File: config.mk
export PLATFORM = sky130hd
export DESIGN_NAME = sbus_frame_decoder_top_flat
export DESIGN_NICKNAME = d
export VERILOG_FILES = /design/src/hw/rtl/sfd_pkg.sv /design/src/hw/rtl/sfd_if.sv /design/src/hw/rtl/sbus_frame_decoder_top.sv /design/src/flat_wrapper.sv
export SDC_FILE = /design/constraint.sdc
export NUM_CORES = 1
export LEC_CHECK = 0
export CORE_ASPECT_RATIO = 0.9
export CORE_MARGIN = 2
export CORE_UTILIZATION = 45
export CTS_CLUSTER_SIZE = 40
export DETAILED_ROUTE_END_ITERATION = 10
export DONT_BUFFER_PORTS = 1
export PLACE_DENSITY = 0.6
export SLEW_MARGIN = 40
export SYNTH_ARGS = -nofsm -noshare
export SYNTH_HDL_FRONTEND = slang
export SYNTH_SLANG_ARGS = --single-unit
File: constraint.sdc
create_clock -name clock -period 10.2 [get_ports clock]
set_input_delay 2.04 -clock clock [delete_from_list [all_inputs] [get_ports clock]]
set_output_delay 2.04 -clock clock [all_outputs]
set_load 0.05 [all_outputs]
File: src/hw/rtl/sfd_pkg.sv
// Shared constants and widths of the SBUS frame decoder.
package sfd_pkg;

   localparam int DATA_BYTES   = 22;
   localparam int NUM_CHANNELS = 16;
   localparam int CHANNEL_BITS = 11;
   localparam int BYTE_W       = 8;
   localparam int FLAGS_W      = 8;
   localparam int CHAN_W       = 4;
   localparam int COUNT_W      = 5;
   localparam int FRAME_BITS   = DATA_BYTES * BYTE_W;

   localparam logic [BYTE_W-1:0]  START_BYTE   = 8'h0F;
   localparam logic [BYTE_W-1:0]  END_BYTE     = 8'h00;
   localparam logic [CHAN_W-1:0]  LAST_CHANNEL = CHAN_W'(NUM_CHANNELS - 1);
   localparam logic [COUNT_W-1:0] FIRST_DATA   = COUNT_W'(1);
   localparam logic [COUNT_W-1:0] FLAG_POS     = COUNT_W'(DATA_BYTES + 1);

   typedef logic [FRAME_BITS-1:0] frame_type;

endpackage

File: src/hw/rtl/sfd_if.sv
// Valid/ready channel interfaces for received bytes and decoded channel results.
interface sfd_req_if;
   import sfd_pkg::*;

   logic              valid;
   logic              ready;
   logic [BYTE_W-1:0] rx_byte;

   modport source (output valid, output rx_byte, input ready);
   modport sink   (input valid, input rx_byte, output ready);
endinterface

interface sfd_rsp_if;
   import sfd_pkg::*;

   logic                    valid;
   logic                    ready;
   logic [CHAN_W-1:0]       channel_index;
   logic [CHANNEL_BITS-1:0] channel_value;
   logic [FLAGS_W-1:0]      frame_flags;
   logic                    last_channel;

   modport source (output valid, output channel_index, output channel_value,
                   output frame_flags, output last_channel, input ready);
   modport sink   (input valid, input channel_index, input channel_value,
                   input frame_flags, input last_channel, output ready);
endinterface

File: src/hw/rtl/sbus_frame_decoder_top.sv
// SBUS frame decoder: byte-stream framing, frame capture and channel burst output.
// One received byte is taken per cycle. After a start byte the 22 data bytes are
// shifted into a frame register and the flag byte is held; a correct end byte
// copies the frame into a burst register, which then presents 16 channel results,
// one per cycle while the sink takes them, with the last one marked. Bytes keep
// flowing in during a burst; only an end byte that arrives while a burst is still
// being delivered is held off until the burst register frees, so the sustained
// rate is one byte per cycle and the burst register sets the only stall.
module sbus_frame_decoder_top (
   input  logic      clock,
   input  logic      reset,
   sfd_req_if.sink   req_chan,
   sfd_rsp_if.source rsp_chan
);
   import sfd_pkg::*;

   logic                in_frame_ff, in_frame_in;
   logic [COUNT_W-1:0]  byte_count_ff, byte_count_in;
   frame_type           frame_ff, frame_in;
   logic [FLAGS_W-1:0]  flag_hold_ff, flag_hold_in;

   logic                busy_ff, busy_in;
   logic [CHAN_W-1:0]   chan_ff, chan_in;
   frame_type           snap_ff, snap_in;
   logic [FLAGS_W-1:0]  rsp_flags_ff, rsp_flags_in;

   logic                req_fire;
   logic                rsp_fire;
   logic                at_end;
   logic                load;

   assign at_end   = in_frame_ff && (byte_count_ff > FLAG_POS);
   assign req_chan.ready = !(at_end && busy_ff);
   assign req_fire = req_chan.valid && req_chan.ready;
   assign rsp_fire = rsp_chan.valid && rsp_chan.ready;
   assign load     = req_fire && at_end && (req_chan.rx_byte == END_BYTE);

   always_comb begin
      in_frame_in   = in_frame_ff;
      byte_count_in = byte_count_ff;
      frame_in      = frame_ff;
      flag_hold_in  = flag_hold_ff;
      if (req_fire) begin
         if (!in_frame_ff) begin
            if (req_chan.rx_byte == START_BYTE) begin
               in_frame_in   = 1'b1;
               byte_count_in = FIRST_DATA;
            end
         end else if (at_end) begin
            in_frame_in   = 1'b0;
            byte_count_in = '0;
         end else if (byte_count_ff == FLAG_POS) begin
            flag_hold_in  = req_chan.rx_byte;
            byte_count_in = byte_count_ff + COUNT_W'(1);
         end else begin
            frame_in      = {req_chan.rx_byte, frame_ff[FRAME_BITS-1:BYTE_W]};
            byte_count_in = byte_count_ff + COUNT_W'(1);
         end
      end
   end

   always_comb begin
      busy_in      = busy_ff;
      chan_in      = chan_ff;
      snap_in      = snap_ff;
      rsp_flags_in = rsp_flags_ff;
      if (rsp_fire) begin
         chan_in = chan_ff + CHAN_W'(1);
         snap_in = snap_ff >> CHANNEL_BITS;
         if (chan_ff == LAST_CHANNEL) begin
            busy_in = 1'b0;
         end
      end
      if (load) begin
         busy_in      = 1'b1;
         chan_in      = '0;
         snap_in      = frame_ff;
         rsp_flags_in = flag_hold_ff;
      end
   end

   always_ff @(posedge clock) begin
      if (reset) begin
         in_frame_ff   <= 1'b0;
         byte_count_ff <= '0;
         flag_hold_ff  <= '0;
         busy_ff       <= 1'b0;
         chan_ff       <= '0;
      end else begin
         in_frame_ff   <= in_frame_in;
         byte_count_ff <= byte_count_in;
         flag_hold_ff  <= flag_hold_in;
         busy_ff       <= busy_in;
         chan_ff       <= chan_in;
      end
      frame_ff     <= frame_in;
      snap_ff      <= snap_in;
      rsp_flags_ff <= rsp_flags_in;
   end

   assign rsp_chan.valid         = busy_ff;
   assign rsp_chan.channel_index = chan_ff;
   assign rsp_chan.channel_value = snap_ff[CHANNEL_BITS-1:0];
   assign rsp_chan.frame_flags   = rsp_flags_ff;
   assign rsp_chan.last_channel  = (chan_ff == LAST_CHANNEL);

`ifndef SYNTH
   a_load_when_free: assert property (@(posedge clock) disable iff (reset)
      load |-> !busy_ff)
      else $error("frame loaded over a burst in progress");

   a_burst_starts_at_zero: assert property (@(posedge clock) disable iff (reset)
      load |=> (busy_ff && chan_ff == '0))
      else $error("burst did not start at channel zero");

   a_burst_ends: assert property (@(posedge clock) disable iff (reset)
      (rsp_fire && rsp_chan.last_channel && !load) |=> !busy_ff)
      else $error("burst continued past the last channel");

   a_count_range: assert property (@(posedge clock) disable iff (reset)
      in_frame_ff |-> (byte_count_ff != '0 && byte_count_ff <= FLAG_POS + COUNT_W'(1)))
      else $error("byte count out of frame range");

   a_hunt_count_clear: assert property (@(posedge clock) disable iff (reset)
      !in_frame_ff |-> byte_count_ff == '0)
      else $error("byte count not cleared while hunting");
`endif

endmodule

File: src/flat_wrapper.sv
// flat-port wrapper written by rule: the top's interface ports become plain ports
module sbus_frame_decoder_top_flat import sfd_pkg::*;
  (clock, reset, req_chan_valid, req_chan_rx_byte, req_chan_ready, rsp_chan_valid, rsp_chan_channel_index, rsp_chan_channel_value, rsp_chan_frame_flags, rsp_chan_last_channel, rsp_chan_ready);
  sfd_req_if req_chan_i ();
  sfd_rsp_if rsp_chan_i ();
  input  logic clock;
  input  logic reset;
  input wire logic [$bits(req_chan_i.valid)-1:0] req_chan_valid;
  input wire logic [$bits(req_chan_i.rx_byte)-1:0] req_chan_rx_byte;
  output wire logic [$bits(req_chan_i.ready)-1:0] req_chan_ready;
  output wire logic [$bits(rsp_chan_i.valid)-1:0] rsp_chan_valid;
  output wire logic [$bits(rsp_chan_i.channel_index)-1:0] rsp_chan_channel_index;
  output wire logic [$bits(rsp_chan_i.channel_value)-1:0] rsp_chan_channel_value;
  output wire logic [$bits(rsp_chan_i.frame_flags)-1:0] rsp_chan_frame_flags;
  output wire logic [$bits(rsp_chan_i.last_channel)-1:0] rsp_chan_last_channel;
  input wire logic [$bits(rsp_chan_i.ready)-1:0] rsp_chan_ready;
  assign req_chan_i.valid = req_chan_valid;
  assign req_chan_i.rx_byte = req_chan_rx_byte;
  assign req_chan_ready = req_chan_i.ready;
  assign rsp_chan_valid = rsp_chan_i.valid;
  assign rsp_chan_channel_index = rsp_chan_i.channel_index;
  assign rsp_chan_channel_value = rsp_chan_i.channel_value;
  assign rsp_chan_frame_flags = rsp_chan_i.frame_flags;
  assign rsp_chan_last_channel = rsp_chan_i.last_channel;
  assign rsp_chan_i.ready = rsp_chan_ready;
  sbus_frame_decoder_top u_core (.clock(clock), .reset(reset), .req_chan(req_chan_i), .rsp_chan(rsp_chan_i));
endmodule
Word-level counts from Yosys, hierarchy flattened
Cells that the tools add are included.
W data, S select, Z words.
{ "word_totals": {"reg_bits": 379, "input_bits": 12, "output_inout_bits": 26, "word_cells": 43} }
{ "op_classes": {"n_addsub": 2, "order_cmp": 1, "n_eq_ne": 3, "muxes": 11, "bitwise": 2, "reduce_logical": 16} }
{ "ops": {"columns": ["operator", "count"], "rows": [
  ["$mux W176", 2],
  ["$mux W5", 3],
  ["$eq A8 B4 Y1 const B", 1],
  ["$logic_not A8 Y1", 1],
  ["$reduce_and A4 Y1", 2],
  ["$logic_and A1 B1 Y1", 6],
  ["$mux W1", 6],
  ["$reduce_bool A2 Y1", 3],
  ["$add A5 B1 Y5 const B", 1],
  ["$eq A5 B5 Y1 const B", 1],
  ["$gt A5 B5 Y1 const B", 1],
  ["$add A4 B1 Y4 const B", 1],
  ["$eq A4 B4 Y1 const B", 1],
  ["$reduce_and A2 Y1", 2],
  ["$not A1 Y1", 2],
  ["$reduce_or A2 Y1", 1],
  ["$logic_not A1 Y1", 1]
]} }

Depth between registers and ports, before layout
{ "logic_depth": {"word_depth": 9, "ltp_mapped": 8, "depth_no_buf": 6} }

Worst setup path after synthesis
Ideal clock, no wire load.
{ "synth_path": {"path_type": "input to register", "start": "in req_chan_rx_byte[7]", "end": "reg u_core.snap_ff[0], enable pin", "t_arrival_ps": 7144, "setup_slack_ps": 2513, "cell_stages": 7, "cell_sequence": "nor4_2 -> nand2_1 -> or4_1 -> buf_4 -> buf_6 -> buf_6 -> nand2_1"} }
{ "synth_via": {"elab_chain_len": 3} }
{ "synth_lines": {"columns": ["element", "line", "rtl"], "rows": [
  ["start, declared", "flat_wrapper.sv:9", "input wire logic [$bits(req_chan_i.rx_byte)-1:0] req_chan_rx_byte;"],
  ["$logic_not A8 Y1", "sbus_frame_decoder_top.sv:36", "assign load = req_fire && at_end && (req_chan.rx_byte == END_BYTE);"],
  ["$logic_and A1 B1 Y1", "sbus_frame_decoder_top.sv:36", null],
  ["$reduce_bool A2 Y1 (no line)", null, null],
  ["end signal, assigned", "sbus_frame_decoder_top.sv:97", "snap_ff <= snap_in;"],
  ["end, declared", "sbus_frame_decoder_top.sv:24", "frame_type snap_ff, snap_in;"]
]} }
Every way passes these cells.
A chain may end at the register's enable or synchronous reset.

Final worst setup path
{ "layout_path": {"start": "in req_chan_rx_byte[7]", "end": "reg u_core.snap_ff[7], enable pin"} }
The elaborated chain is that of the path after synthesis.

==> impl_metrics.tcl <==
set metrics [dict create \
    synth_top_family_by_area "multiplexers" \
    ir_worst_vdd_mv 0.151 \
    grt_usage 0.124 \
    die_height_um 174 \
    cts_buffer_depth 3 \
    p_switching_mw 0.543 \
    cp.required_ps 10320 \
    syn_nets 685 \
    place_hpwl_um 11400 \
    synth_xor_area_frac 0.00182 \
    cts_hold_buf 0 \
    ys_ff_latch 379 \
    coreArea_um2 31700 \
    end_kind "flop" \
    tightestPinTransition_ps 782 \
    r2r_slack_ps 6510 \
    cts_tree "built" \
    r2r_cells 7 \
    place.gp.congestion 0.734 \
    totalWireLength_um 20500 \
    synthMuxAreaShare 0.169 \
    clockPowerShare 0.433 \
    path_clk_slew_ps 60 \
    p_seq_frac 0.567 \
    fin_crit_sh 0.439 \
    hold_start "u_core.flag_hold_ff[2]" \
    die_w_um 193 \
    first_pass_iters 6 \
    grt_pass1_vias 6037 \
    hold-path-cell-count 0 \
    yosysSeqAreaShare 0.776 \
    synth_top_area_cell "edfxtp_1" \
    start_util 0.454 \
    drt_drc_violations_left 0 \
    area_growth_pct 10.4 \
    wl_per_cell_um 18.2 \
    synth_area_leaders "edfxtp_1, mux2_4, mux2_2" \
    ys_types 38 \
    leakagePower_nw 4.97 \
    synth_cells 671 \
    dr_total_vias 5713 \
    num_rows 62 \
    powerDensity_nw_per_um2 186 \
    grt_pass1_wl_um 33000 \
    start_kind "input port" \
    post-route-min-period_ps 4480 \
    async_flop_share 0 \
    cts_root_buf "clkbuf_16" \
    relSlewSlack 0.474 \
    synth_edf_count 360 \
    post_cts_resize_count 0 \
    setup_viol 0 \
    switching_share 0.183 \
    clock_latency_ps 510 \
    r2r-end "u_core.snap_ff[96]" \
    synth_commonest_cells "edfxtp_1, mux2_4, mux2_2, dfxtp_1, buf_6" \
    finClkSkew_ps 27.2 \
    maxCapViolations 0 \
    cts_inserted_buffers 38 \
    dieArea_um2 33500 \
    port_buffers 0 \
    post_cts_buffers 0 \
    crit_type "in2reg" \
    post-route-util 0.502 \
    antenna_found_initial 0 \
    pwr-share-comb 0.001 \
    layout.nets 698 \
    yosys_warnings 0 \
    hold-path-endpoint "u_core.rsp_chan.frame_flags[2]" \
    crit_arrival_ps 4600 \
    syn_avg_cell_area_um2 21.5 \
    overflow 0 \
    crit_fanout 74 \
    r2r_start "u_core.byte_count_ff[0]" \
    synth_simple_gate_area_frac 0.0219 \
    timing.final.hold_violations 0 \
    synth_fa_ha_area_frac 0.00174 \
    synth_top_area_share 0.750 \
    finalSetupTns_ps 0 \
    p_int_mw 2.42 \
    cts_sinks 379 \
    synth_compound_area_frac 0.00799 \
    stdcell_count 1123 \
    h-tree-depth 2 \
    clock.fmax_mhz 223 \
    synth_flop_cell "edfxtp_1" \
    io-pin-count 38 \
    rsz0062_at_grt "false" \
    antenna_cells 0 \
    vias_per_cell 5.09 \
    antenna_left 0 \
    status "complete, no violations" \
    placed_cells 1060 \
    synth.most_common_cell "edfxtp_1" \
    drt_iter0_drc 449 \
    syn_area_um2 14400 \
    hold_class "reg2reg" \
    grt_start_max_net_pins 75 \
    nFillCells 2511 \
    slew_violations 0 \
    drive_gt1_frac 0.325 \
]
cells by family (layout without fill, tap and decap cells):
group                    Yosys count  in the layout
AO/OA/AOI/OAI                     16             16
XOR/XNOR                           3              3
adder cells (fa/ha/maj)            2              2
AND/OR/NAND/NOR                   57             57
flip-flops                       379            379
multiplexers                     174            174
buffers and inverters             40             76
final cells by class:
type	instances	area [um^2]	share of cell area
sequential	379	11200	0.703
multi-input combinational	252	2930	0.184
clock buffer	49	992	0.0623
tap	416	520	0.0327
clock inverter	14	146	0.00920
timing repair buffer	10	119	0.00747
inverter	3	11.3	0.000708
layout by cell type (no fill, tap or decap), types with 2 or more instances in the layout:
cell type,instances
clkinv_1,5
mux2_4,128
dfxtp_1,18
clkinv_8,2
o31ai_1,3
nand2_1,6
buf_12,2
inv_1,3
buf_4,3
ha_1,2
nand4_1,2
clkinv_2,2
nor4_2,2
buf_6,5
nor3_1,9
and2_1,11
a21oi_1,5
edfxtp_1,360
nor4_1,2
clkbuf_16,38
mux2i_1,9
nand4b_1,2
bufinv_16,2
xor2_1,2
nor2_1,10
a31oi_1,2
mux2_2,37
clkbuf_1,11
nand3_1,5
stage by stage:
stage | power (mW) | instance area [um^2] | setup slack [ps] | hold WS (ps)
after floorplan | 1.71 | 14400 | 2510 | 408
after global placement | 1.71 | 14700 | 5070 | 419
after global routing | 3.06 | 15900 | 5530 | 451
final | 2.96 | 15900 | 5720 | 433
after CTS | 3.00 | 15900 | 5590 | 433
after detailed placement | 1.71 | 14800 | 5050 | 423
worst max-delay path, stage by stage:
cell and delay, ps:
nor4_2 430, nand2_1 220, or4_4 660, nand2_4 540, buf_6 600
sequential cells by signal, indices dropped and copies added, names as in the netlist:
| signal | cells |
|---|---|
| u_core.in_frame_ff | 1 |
| u_core.rsp_chan.frame_flags | 8 |
| u_core.byte_count_ff | 5 |
| u_core.rsp_chan.channel_index | 4 |
| u_core.rsp_chan.valid | 1 |
| u_core.flag_hold_ff | 8 |
| u_core.frame_ff | 176 |
| u_core.snap_ff | 176 |
metal layers:
layer	global-route usage	vias up	part of all wire
met5	0	-	0
met4	0.0337	0	0.021
met3	0.0296	40	0.037
met2	0.211	77	0.51
met1	0.159	2945	0.43
li1	-	2651	-
power groups by stage:
stage                     combinational [mW]  sequential, mW  clock [mW]
final                                0.00155            1.68        1.28
after global routing                 0.00176            1.68        1.38
after CTS                            0.00157            1.68        1.32
after detailed placement             0.00156            1.71           0
after global placement               0.00144            1.71           0
after floorplan                      0.00247            1.71           0
worst max-delay path by stage:
stage | slack (ps) | endpoint | depth (start not counted) | startpoint
after global placement | 5070 | u_core.snap_ff[0] | 5 | req_chan_rx_byte[7]
after floorplan | 2510 | u_core.snap_ff[0] | 7 | req_chan_rx_byte[7]
after detailed placement | 5050 | u_core.snap_ff[53] | 5 | req_chan_rx_byte[7]
after global routing | 5530 | u_core.snap_ff[7] | 5 | req_chan_rx_byte[7]
after CTS | 5590 | u_core.snap_ff[69] | 5 | req_chan_rx_byte[7]
final | 5720 | u_core.snap_ff[7] | 5 | req_chan_rx_byte[7]
Power figures use the tool's default switching activity.
